## config.mk

```make
export PLATFORM = sky130hd
export DESIGN_NAME = tcsw_ctrl
export DESIGN_NICKNAME = d
export VERILOG_FILES = /design/src/rtl/tcsw_pkg.sv /design/src/rtl/tcsw_ctrl.sv
export VERILOG_INCLUDE_DIRS = /design/src /design/src/rtl
export SDC_FILE = /design/constraint.sdc
export NUM_CORES = 1
export LEC_CHECK = 0
export ABC_AREA = 1
export BUFFER_PORTS_ARGS = -buffer_cell sky130_fd_sc_hd__buf_2
export CORE_AREA = 3 3 40 42
export DETAILED_ROUTE_END_ITERATION = 16
export DIE_AREA = 0 0 43 45
export PLACE_DENSITY = 0.67
export SYNTH_ARGS = -nofsm -noshare
export SYNTH_HDL_FRONTEND = slang
export SYNTH_SLANG_ARGS = --single-unit
```

## constraint.sdc

```tcl
create_clock -name clk -period 1.2 [get_ports clk]
set_input_delay 0.24 -clock clk [delete_from_list [all_inputs] [get_ports clk]]
set_output_delay 0.24 -clock clk [all_outputs]
set_load 0.02 [all_outputs]
```

## src/rtl/text_console_scroll_writer_unit_defines.svh

```systemverilog
// ----------------------------------------------------------------------------
// text_console_scroll_writer_unit_defines: assertion macros
// Shared concurrent check forms, clocked on clk and quiet during reset.
// ----------------------------------------------------------------------------
`ifndef TEXT_CONSOLE_SCROLL_WRITER_UNIT_DEFINES_SVH
`define TEXT_CONSOLE_SCROLL_WRITER_UNIT_DEFINES_SVH

// same-cycle implication
`define TCSW_ASSERT_NOW(lbl, ante, cons, msg) \
	lbl: assert property (@(posedge clk) disable iff (!arst_n) (ante) |-> (cons)) \
		else $error(msg);

// next-cycle implication
`define TCSW_ASSERT_NEXT(lbl, ante, cons, msg) \
	lbl: assert property (@(posedge clk) disable iff (!arst_n) (ante) |=> (cons)) \
		else $error(msg);

`endif

```

## src/rtl/tcsw_pkg.sv

```systemverilog
// ----------------------------------------------------------------------------
// tcsw_pkg: shared types and constants for the text console
// Word formats, command codes, and the controller/datapath interface.
// ----------------------------------------------------------------------------
package tcsw_pkg;

	localparam int DEF_COLUMNS = 80;
	localparam int DEF_ROWS    = 25;

	localparam int CFG_IW = 2;

	// command codes
	localparam logic [1:0] CMD_STREAM = 2'd0;
	localparam logic [1:0] CMD_WRITE  = 2'd1;
	localparam logic [1:0] CMD_CLEAR  = 2'd2;
	localparam logic [1:0] CMD_READ   = 2'd3;

	// register indexes
	localparam logic [CFG_IW-1:0] REG_FG = 2'd0;
	localparam logic [CFG_IW-1:0] REG_BG = 2'd1;

	localparam logic [7:0]  NEWLINE_CODE = 8'h0A;
	localparam logic [7:0]  SPACE_CODE   = 8'h20;
	localparam logic [15:0] BLANK_CELL   = 16'h0F20;

	typedef struct packed {
		logic [1:0] command;
		logic [7:0] char_code;
		logic [4:0] row_index;
		logic [6:0] column_index;
		logic [3:0] cell_foreground;
		logic [3:0] cell_background;
	} item_t;

	typedef struct packed {
		logic [15:0] cell_word;
		logic [6:0]  cursor_column;
		logic        position_error;
	} result_t;

	// write source select
	typedef enum logic [1:0] {
		WS_CURSOR,
		WS_POS,
		WS_BLANK,
		WS_FILL
	} wsel_t;

	// sweep pointer start
	typedef enum logic [1:0] {
		PI_ZERO,
		PI_ROW1,
		PI_BOTTOM
	} ptr_init_t;

	typedef enum logic [1:0] {
		CO_HOLD,
		CO_ZERO,
		CO_INC
	} cur_op_t;

	typedef struct packed {
		logic      item_live;
		logic      item_load;
		logic      mem_we;
		wsel_t     wsel;
		logic      rd_ptr;
		logic      copy_rd;
		logic      ptr_set;
		ptr_init_t ptr_start;
		logic      ptr_inc;
		cur_op_t   cursor_op;
		logic      out_load;
		logic      out_from_mem;
		logic      out_err;
	} ctl_cmd_t;

	typedef struct packed {
		logic [1:0] command;
		logic       newline;
		logic       line_full;
		logic       in_range;
		logic       ptr_last;
		logic       copy_pending;
		logic       out_free;
	} ctl_stat_t;

	function automatic logic [15:0] make_cell(logic [3:0] bg, logic [3:0] fg,
		logic [7:0] ch);
		return {bg, fg, ch};
	endfunction

endpackage

```

## src/rtl/tcsw_ctrl.sv

```systemverilog
// ----------------------------------------------------------------------------
// tcsw_ctrl: command sequencer for the text console
// Accepts items, runs scroll, clear and read sequences over the datapath.
// ----------------------------------------------------------------------------
`include "text_console_scroll_writer_unit_defines.svh"

module tcsw_ctrl
	import tcsw_pkg::*;
(
	input  logic      clk,
	input  logic      arst_n,
	input  logic      item_valid,
	output logic      item_ready,
	output ctl_cmd_t  cmd,
	input  ctl_stat_t stat
);

	localparam logic [2:0] S_INIT  = 3'd0;
	localparam logic [2:0] S_IDLE  = 3'd1;
	localparam logic [2:0] S_COPY  = 3'd2;
	localparam logic [2:0] S_FILL  = 3'd3;
	localparam logic [2:0] S_PUT   = 3'd4;
	localparam logic [2:0] S_CLEAR = 3'd5;
	localparam logic [2:0] S_READ  = 3'd6;

	logic [2:0] state_q, state_nxt;
	logic       accept;

	assign item_ready = (state_q == S_IDLE) && stat.out_free;
	assign accept     = item_valid && item_ready;

	// next state and datapath commands
	always_comb begin
		state_nxt        = state_q;
		cmd.item_live    = 1'b0;
		cmd.item_load    = 1'b0;
		cmd.mem_we       = 1'b0;
		cmd.wsel         = WS_CURSOR;
		cmd.rd_ptr       = 1'b0;
		cmd.copy_rd      = 1'b0;
		cmd.ptr_set      = 1'b0;
		cmd.ptr_start    = PI_ZERO;
		cmd.ptr_inc      = 1'b0;
		cmd.cursor_op    = CO_HOLD;
		cmd.out_load     = 1'b0;
		cmd.out_from_mem = 1'b0;
		cmd.out_err      = 1'b0;
		unique case (state_q)
			S_INIT: begin
				// clearing pass after reset
				cmd.mem_we  = 1'b1;
				cmd.wsel    = WS_BLANK;
				cmd.rd_ptr  = 1'b1;
				cmd.ptr_inc = 1'b1;
				if (stat.ptr_last) begin
					cmd.cursor_op = CO_ZERO;
					state_nxt     = S_IDLE;
				end
			end
			S_IDLE: begin
				cmd.item_live = 1'b1;
				if (accept) begin
					cmd.item_load = 1'b1;
					unique case (stat.command)
						CMD_STREAM: begin
							if (stat.newline || stat.line_full) begin
								cmd.ptr_set   = 1'b1;
								cmd.ptr_start = PI_ROW1;
								state_nxt     = S_COPY;
							end else begin
								cmd.mem_we    = 1'b1;
								cmd.wsel      = WS_CURSOR;
								cmd.cursor_op = CO_INC;
								cmd.out_load  = 1'b1;
							end
						end
						CMD_WRITE: begin
							cmd.mem_we   = stat.in_range;
							cmd.wsel     = WS_POS;
							cmd.out_load = 1'b1;
							cmd.out_err  = !stat.in_range;
						end
						CMD_CLEAR: begin
							cmd.ptr_set   = 1'b1;
							cmd.ptr_start = PI_ZERO;
							state_nxt     = S_CLEAR;
						end
						CMD_READ: begin
							if (stat.in_range) begin
								state_nxt = S_READ;
							end else begin
								cmd.out_load = 1'b1;
								cmd.out_err  = 1'b1;
							end
						end
						default: ;
					endcase
				end
			end
			S_COPY: begin
				// move each cell up one row
				cmd.rd_ptr  = 1'b1;
				cmd.copy_rd = 1'b1;
				if (stat.ptr_last) begin
					cmd.ptr_set   = 1'b1;
					cmd.ptr_start = PI_BOTTOM;
					state_nxt     = S_FILL;
				end else begin
					cmd.ptr_inc = 1'b1;
				end
			end
			S_FILL: begin
				// fill bottom row once the last copy write has landed
				cmd.rd_ptr = 1'b1;
				if (!stat.copy_pending) begin
					cmd.mem_we  = 1'b1;
					cmd.wsel    = WS_FILL;
					cmd.ptr_inc = 1'b1;
					if (stat.ptr_last) begin
						cmd.cursor_op = CO_ZERO;
						if (stat.newline) begin
							cmd.out_load = 1'b1;
							state_nxt    = S_IDLE;
						end else begin
							state_nxt = S_PUT;
						end
					end
				end
			end
			S_PUT: begin
				// character that arrived on a full line, now at column 0
				cmd.mem_we    = 1'b1;
				cmd.wsel      = WS_CURSOR;
				cmd.cursor_op = CO_INC;
				cmd.out_load  = 1'b1;
				state_nxt     = S_IDLE;
			end
			S_CLEAR: begin
				cmd.mem_we  = 1'b1;
				cmd.wsel    = WS_BLANK;
				cmd.rd_ptr  = 1'b1;
				cmd.ptr_inc = 1'b1;
				if (stat.ptr_last) begin
					cmd.cursor_op = CO_ZERO;
					cmd.out_load  = 1'b1;
					state_nxt     = S_IDLE;
				end
			end
			S_READ: begin
				cmd.out_load     = 1'b1;
				cmd.out_from_mem = 1'b1;
				state_nxt        = S_IDLE;
			end
			default: begin
				state_nxt = S_IDLE;
			end
		endcase
	end

	always_ff @(posedge clk or negedge arst_n) begin
		if (!arst_n) begin
			state_q <= S_INIT;
		end else begin
			state_q <= state_nxt;
		end
	end

	// checks
	`TCSW_ASSERT_NOW(a_out_load_free, cmd.out_load, stat.out_free, "result loaded over a held word")
	`TCSW_ASSERT_NOW(a_copy_port, stat.copy_pending, !cmd.mem_we, "write port conflict with copy")
	`TCSW_ASSERT_NOW(a_put_col0, state_q == S_PUT, !stat.line_full && !stat.copy_pending, "put with cursor not at line start")
	`TCSW_ASSERT_NOW(a_read_entry, state_q == S_READ, $past(state_q) == S_IDLE, "read state not entered from idle")

endmodule
```

Word-level counts from Yosys, hierarchy flattened. Cells that the tools add are included.

Equal/unequal tests: 17. Multiplexer cells: 41. Reductions and logical operators: 10.

Operators with widths (count): $mux W3 (15); $pmux W3 S4 (2); $pmux W3 S2 (3); $pmux W2 S5 (1); $eq A3 B3 Y1 const B (3); $mux W1 (9); $pmux W3 S3 (1); $mux W2 (4); $mux W4 (2); $ne A2 B2 Y1 const B (4); $reduce_and A8 Y1 (1); $eq A3 B2 Y1 const B (2); $ne A3 B3 Y1 const B (2); $pmux W1 S3 (2); $eq A2 B2 Y1 const B (2); $ne A4 B1 Y1 const B (1); $pmux W1 S4 (1); $reduce_or A2 Y1 (2); $reduce_or A4 Y1 (1); $eq A3 B1 Y1 const B (1); $logic_not A3 Y1 (1); $eq A2 B1 Y1 const B (1); $logic_and A1 B1 Y1 (2); $logic_not A2 Y1 (1); 4 further kinds (4).

Register bits after elaboration: 3. Output and inout bits: 17. Word-level logic and storage cells: 69.

Logic depth before layout (Yosys ltp). Gate-level depths: netlist of run 1.

Depth after elaboration: 5. Mapped depth: 9.

Worst setup path before layout of run 1. OpenSTA, ideal clock, no wires.

Path type: flip-flop to output port. Start point: reg state_q[1]. End point: out cmd[4] (netlist name). Arrival: 1.495 ns. Path slack: -0.535 ns. Stages on the path, launching flop included: 6. Cell sequence: dfrtp_1 inv_2 nand3_2 nor2_4 nand2_2 o31ai_1.

RTL lines: start: declaration (line tcsw_ctrl.sv:26) `logic [2:0] state_q, state_nxt;`; start signal: assignment (line tcsw_ctrl.sv:164) `state_q <= state_nxt;`; end: declaration (line tcsw_ctrl.sv:14) `output ctl_cmd_t cmd,`.

==> run metrics, run 1 <==
R2R setup slack=-0.24 ns; asr flop ratio synth=100%; clk slew on worst S/H paths=0.05 ns; CP max stage delay=0.40 ns; Total Neg Setup Slack=-7.68 ns; synthesized cell area=432 um2; unrepaired setup endpoints after global routing=true; Syn Nets=90; Placement Setup Slack=-0.280 ns; H-tree depth=1; endpoint class of the critical path=output pin; kind of critical path=flip-flop to output pin; R2R Path Start=state_q[2]; Die H=45 um; most used cell, CP=inv_2; Mean Syn Cell Area=5.46 um2; post-synth top area cell=dfrtp_1; Via density=4.97; Syn Inst Count=79; count leader, synth=nand2_1; Slowest-stage cell, CP=dfrtp_1; Top Ports=28; grt ovf=0; HP Class=input pin to asynchronous set/reset pin; Final Skew=0.00754 ns; Clock Tree Buf Depth=2; Finish-stage setup viols=20; area grow syn2layout=151%; Worst Path Arrival=1.50 ns; WP data required=0.96 ns; Worst-Margin Slew=0.216 ns; register with the most flip-flops=state_q; Chip Width=43 um; launch point of the worst path=state_q[2]; drt drc=0; Worst R2R End=state_q[2]; vias post-DR=775; crit path time final=1.74 ns; status=complete, but fails checks; Largest register FFs=3; clk sink count=3; CTS tree=done; Synth top area share=17.4%; Max Fclk=0.575 GHz; R2R cell count=9; # port buffers=27; Initial DRC Count=15; CP Launch Type=flip-flop; Final Hold Viols=0; core area=0.00128 mm2; per-cell routed wire length=13.0 um; failing checks=setup timing; drt total wl=2030 um; first-pass GRT wire length=2770 um; share of cells above drive strength 1=66.0%; initial antenna violation count=0; crit path cell chain=inv_2 -> buf_6 -> nand2_1 -> nand3_2 -> nand2_2 -> inv_2 -> o21ai_2 -> buf_4; Final nets=153; CTS root buffer=clkbuf_4; EDFF count, synth=0; ANT nets after route=0; Max-Slew Margin vs Limit=85.5%; Fillers=83; Yosys Warn Count=0; routability congestion estimate=0.829; Top FF cell, synth=dfrtp_1; sequential share of the synthesized area=17.4%; detailed placement HPWL=1200 um; Largest regs=state_q x3; top post-synthesis cells by area=dfrtp_1 (17%), nand2_1 (17%), inv_1 (12%); Pre-Repair DR Iteration Count=4; Final WS setup=-0.541 ns; period utilization=145%; maxcap violations=0; die area=0.00194 mm2; Final Slew Violations=0; post-synthesis sequential element count=3; Max rail drop VDD=1.39 mV; largest fanout on the critical path=4; n_diodes=0; Leak Pwr=0.607 nW; Rows=13; Starting Density=33.6%; post-synth cell types=16; vias in the first global route=701; synth cell count leaders=nand2_1 (19), inv_1 (14), nor2_1 (9), nand3_1 (8), o21ai_0 (8); largest net degree at the start of global routing=6; Power per Cell Area=2400 mW/mm2; clock latency at the later pin of the worst-skew pair=0.25 ns; TritonCTS Buffers=3; GRT Total Usage=18.8%
[repair_timing]
item | in CTS | in global routing
setup endpoints to repair | 20 | 20
endpoints found under the hold margin | 3 | 0
pin swaps | 4 | 2
hold buffers | 1 | 0
buffers inserted | 4 | 6
resized for setup | 42 | 15
[cells in the final DEF, fill, tap and decap left out, drive strengths merged]
master	netlist	final
clkbuf	0	4
nor2	11	11
buf	0	57
nand4	2	2
dfrtp	3	3
dlygate4sd3	0	1
nor3	1	1
inv	17	16
nand3	11	11
o22ai	2	2
clkinv	0	1
a21oi	2	2
o21ai	8	8
nand2	21	21
o31ai	1	1
[cell type report]
class / count / area (um2) / area share, %
inverter: 17 / 71.3 / 6.59
tap: 15 / 18.8 / 1.73
multi-input combinational: 59 / 408 / 37.7
clock buffer: 4 / 26.3 / 2.43
sequential: 3 / 77.6 / 7.17
timing repair buffer: 58 / 480 / 44.4
[critical path, delay by kind of cell (launching register included)]
kind | cells | cell delay [ns]
buf+inv | 4 | 0.48
flops | 1 | 0.40
simple gates | 3 | 0.31
compound gates | 1 | 0.05
[layer usage]
layer | part of all wire (%) | global-route usage [%] | vias to the layer above
li1 | - | - | 383
met1 | 43 | 20.8 | 355
met2 | 49 | 33.8 | 31
met3 | 5.5 | 3.19 | 6
met4 | 2.9 | 11.4 | 0
met5 | 0 | 0 | -
[report_power, final]
| part | internal (mW) | switching (mW) |
|---|---|---|
| Sequential | 0.151 | 0.0652 |
| Combinational | 1.04 | 1.14 |
| Clock | 0.126 | 0.0711 |
| Total | 1.32 | 1.28 |
[logic make-up (layout without fill, tap and decap cells)]
group	count (synthesis)	count (layout)	synth area share, %
flip-flops	3	3	17.4
AND/OR/NAND/NOR	46	46	51.6
buffers and inverters	17	79	14.8
AO/OA/AOI/OAI	13	13	16.2
[metrics by stage]
stage,hold WS (ns),cell area [um2],instances,power [mW],utilization (%)
after global routing,0.349,1080,156,2.76,84.2
after floorplan,-0.0556,495,79,1.14,-
after CTS,0.316,990,150,2.30,77.0
final,0.365,1080,156,2.60,84.2
after global placement,0.0356,800,141,1.71,62.2
after detailed placement,0.0362,800,141,1.72,62.2
[worst max-delay path by stage]
stage	endpoint	slack, ns	cells after the start
3_5_place_dp	cmd[2]	-0.28	8
4_1_cts	cmd[13]	-0.45	8
3_3_place_gp	cmd[2]	-0.27	8
5_1_grt	cmd[5]	-0.59	8
2_1_floorplan	cmd[13]	-0.32	7
6_report	cmd[5]	-0.54	8
Note: power is estimated with default switching activity, not from simulation.
==> run 2: changes to the inputs <==
--- a/config.mk
+++ b/config.mk
@@ -11,7 +11,7 @@
 export CORE_AREA = 3 3 40 42
 export DETAILED_ROUTE_END_ITERATION = 16
 export DIE_AREA = 0 0 43 45
-export PLACE_DENSITY = 0.67
+export SKIP_LAST_GASP = 1
 export SYNTH_ARGS = -nofsm -noshare
 export SYNTH_HDL_FRONTEND = slang
 export SYNTH_SLANG_ARGS = --single-unit
==> constraint.sdc (replaced) <==
create_clock -name clk -period 1.65 [get_ports clk]
set_input_delay 0.33 -clock clk [delete_from_list [all_inputs] [get_ports clk]]
set_output_delay 0.33 -clock clk [all_outputs]
set_load 0.02 [all_outputs]
==> run 2 against run 1 <==
Against the previous run: the run still ends with setup timing left; critical path depth unchanged; utilization shrank 20 points; sequential cell count unchanged; power down 45%; global-route usage shrank 3.7 points; wire length shrank 24%; clock-buffer cell count is the same; non-clock buffer count shrank 18.
==> run metrics, run 2 (same netlist as run 1, synthesis figures left out) <==
GRT met2 Usage=27.5% (-6.3 points); largest net degree at the start of global routing=7 (+1); drt drc=0 (unchanged); Final WS setup=-0.111 ns (+0.429 ns); first-pass GRT wire length=2330 um (-16%); Max Fclk=0.568 GHz; Fillers=121 (+46%); clk slew on worst S/H paths=0.04 ns (about the same); H-tree depth=1 (unchanged); grt ovf=0 (unchanged); critical path capture point=cmd[13]; Pre-Repair DR Iteration Count=4 (unchanged); core area=0.00128 mm2 (unchanged); routability congestion estimate=0.765 (-7.7%); die area=0.00194 mm2 (unchanged); most common cell after layout, fill and taps aside=buf_4; layer with the highest usage=met2; clock latency at the later pin of the worst-skew pair=0.23 ns (-0.02 ns); Largest regs=state_q x3; final cell count without fillers=138 (-12%); Via density=4.91 (-1.3%); unrepaired setup endpoints after global routing=true; vias in the first global route=612 (-13%); Total Neg Setup Slack=-0.485 ns (+7.20 ns); Clock Tree Buf Depth=2 (unchanged); area grow syn2layout=90.7%; CP Launch Type=flip-flop; per-cell routed wire length=11.2 um (-14%); Worst Path Arrival=1.43 ns (-0.07 ns); Largest register FFs=3 (unchanged); area of the multi-input gates=358 um2 (-12%); register with the most flip-flops=state_q; Rows=13 (unchanged); status=complete, but fails checks; Finish-stage setup viols=8 (-60%); TritonCTS Buffers=3 (unchanged); Max-Slew Margin vs Limit=82.9% (-2.6 points); initial antenna violation count=0 (unchanged); WP data required=1.32 ns (+0.36 ns); most frequent cells in the layout=buf_4 (21), nand2_1 (16), buf_2 (15); failing checks=setup timing; GRT met1 Usage=18.8% (-2.0 points); WHS=0.425 ns (+0.0606 ns); Final Hold Viols=0 (unchanged); HP Class=input pin to asynchronous set/reset pin; Power per Cell Area=1740 mW/mm2 (-28%); largest fanout on the critical path=5 (+1); Final Skew=0.00405 ns (-0.00349 ns); routing usage on met3=2.39% (-0.80 points); Leak Pwr=0.483 nW (-20%); crit path cell chain=inv_2 -> nand3_4 -> nor2_4 -> nand2_4 -> inv_4 -> nand2_2 -> nand4_1 -> buf_4; Placed Cells=126 (-11%); crit path time final=1.76 ns; kind of critical path=flip-flop to output pin; Worst R2R End=state_q[2]; Final Slew Violations=0 (unchanged); CTS root buffer=clkbuf_4; Top Ports=28 (unchanged); launch point of the worst path=state_q[1]; CP max stage delay=0.43 ns (+0.03 ns); Initial DRC Count=16 (+1); Slowest-stage cell, CP=dfrtp_2; R2R Path Start=state_q[0]; drt total wl=1550 um (-24%); endpoint class of the critical path=output pin; Final nets=135 (-12%); clk sink count=3 (unchanged); share of cells above drive strength 1=55.3% (-11 points); detailed placement HPWL=1090 um (-8.8%); # port buffers=27 (unchanged); register area=77.6 um2 (unchanged); Die H=45 um (unchanged); Chip Width=43 um (unchanged); Worst-Margin Slew=0.256 ns (+0.0400 ns); R2R cell count=9 (unchanged); Max rail drop VDD=0.892 mV (-36%); R2R setup slack=0.27 ns (+0.51 ns); period utilization=107%; n_diodes=0 (unchanged); maxcap violations=0 (unchanged); ANT nets after route=0 (unchanged); CTS tree=done; vias post-DR=677 (-13%); GRT Total Usage=15.2% (-3.7 points); Starting Density=33.6% (unchanged)
-- run 2: cell type report --
class                           count  share of cell area, %
Multi-Input combinational cell     59                   43.5
Timing Repair Buffer               40                   33.6
Sequential cell                     3                   9.42
Inverter                           17                   8.05
Clock buffer                        4                   3.19
Tap cell                           15                   2.28
-- run 2: what timing repair did --
action / in CTS / in global routing
buffers inserted: 4 / 3
endpoints found under the hold margin: 3 / 0
hold buffers: 1 / 0
gates cloned: 0 / 0
gates resized for setup: 21 / 14
endpoints found under the setup margin: 10 / 15
pin swaps: 3 / 2
-- run 2: worst min path at each step --
stage                 endpoint  slack (ns)  depth (start not counted)
global route        state_q[2]        0.42                          2
global placement    state_q[2]        0.13                          1
detailed placement  state_q[2]        0.13                          1
floorplan           state_q[0]        0.03                          0
finish              state_q[2]        0.43                          2
CTS                 state_q[2]        0.43                          2
-- run 2: critical path, delay by kind of cell, from the launching register on --
family | cells | cell delay, ns
simple gates | 5 | 0.45
flops | 1 | 0.43
buf+inv | 3 | 0.33
-- run 2: metrics by stage --
stage	area [um2]	power (mW)	utilization [%]	worst slack [ns]
after global placement	637	1.05	49.6	0.0780
final	823	1.43	64.1	-0.111
after global routing	823	1.54	64.1	-0.181
after detailed placement	637	1.04	49.6	0.0596
after CTS	758	1.32	59.0	-0.0921
after floorplan	445	0.747	-	-0.00973
-- run 2: power breakdown --
part / internal (mW) / switching [mW]
combinational: 0.478 / 0.670
clock: 0.0904 / 0.0343
sequential: 0.110 / 0.0463
total: 0.678 / 0.750
-- run 2: metal layers --
layer  share of wire (%)  vias up
met3                 5.1        4
met4                 2.1        0
li1                    -      343
met1                  41      301
met2                  52       29
met5                   0        -
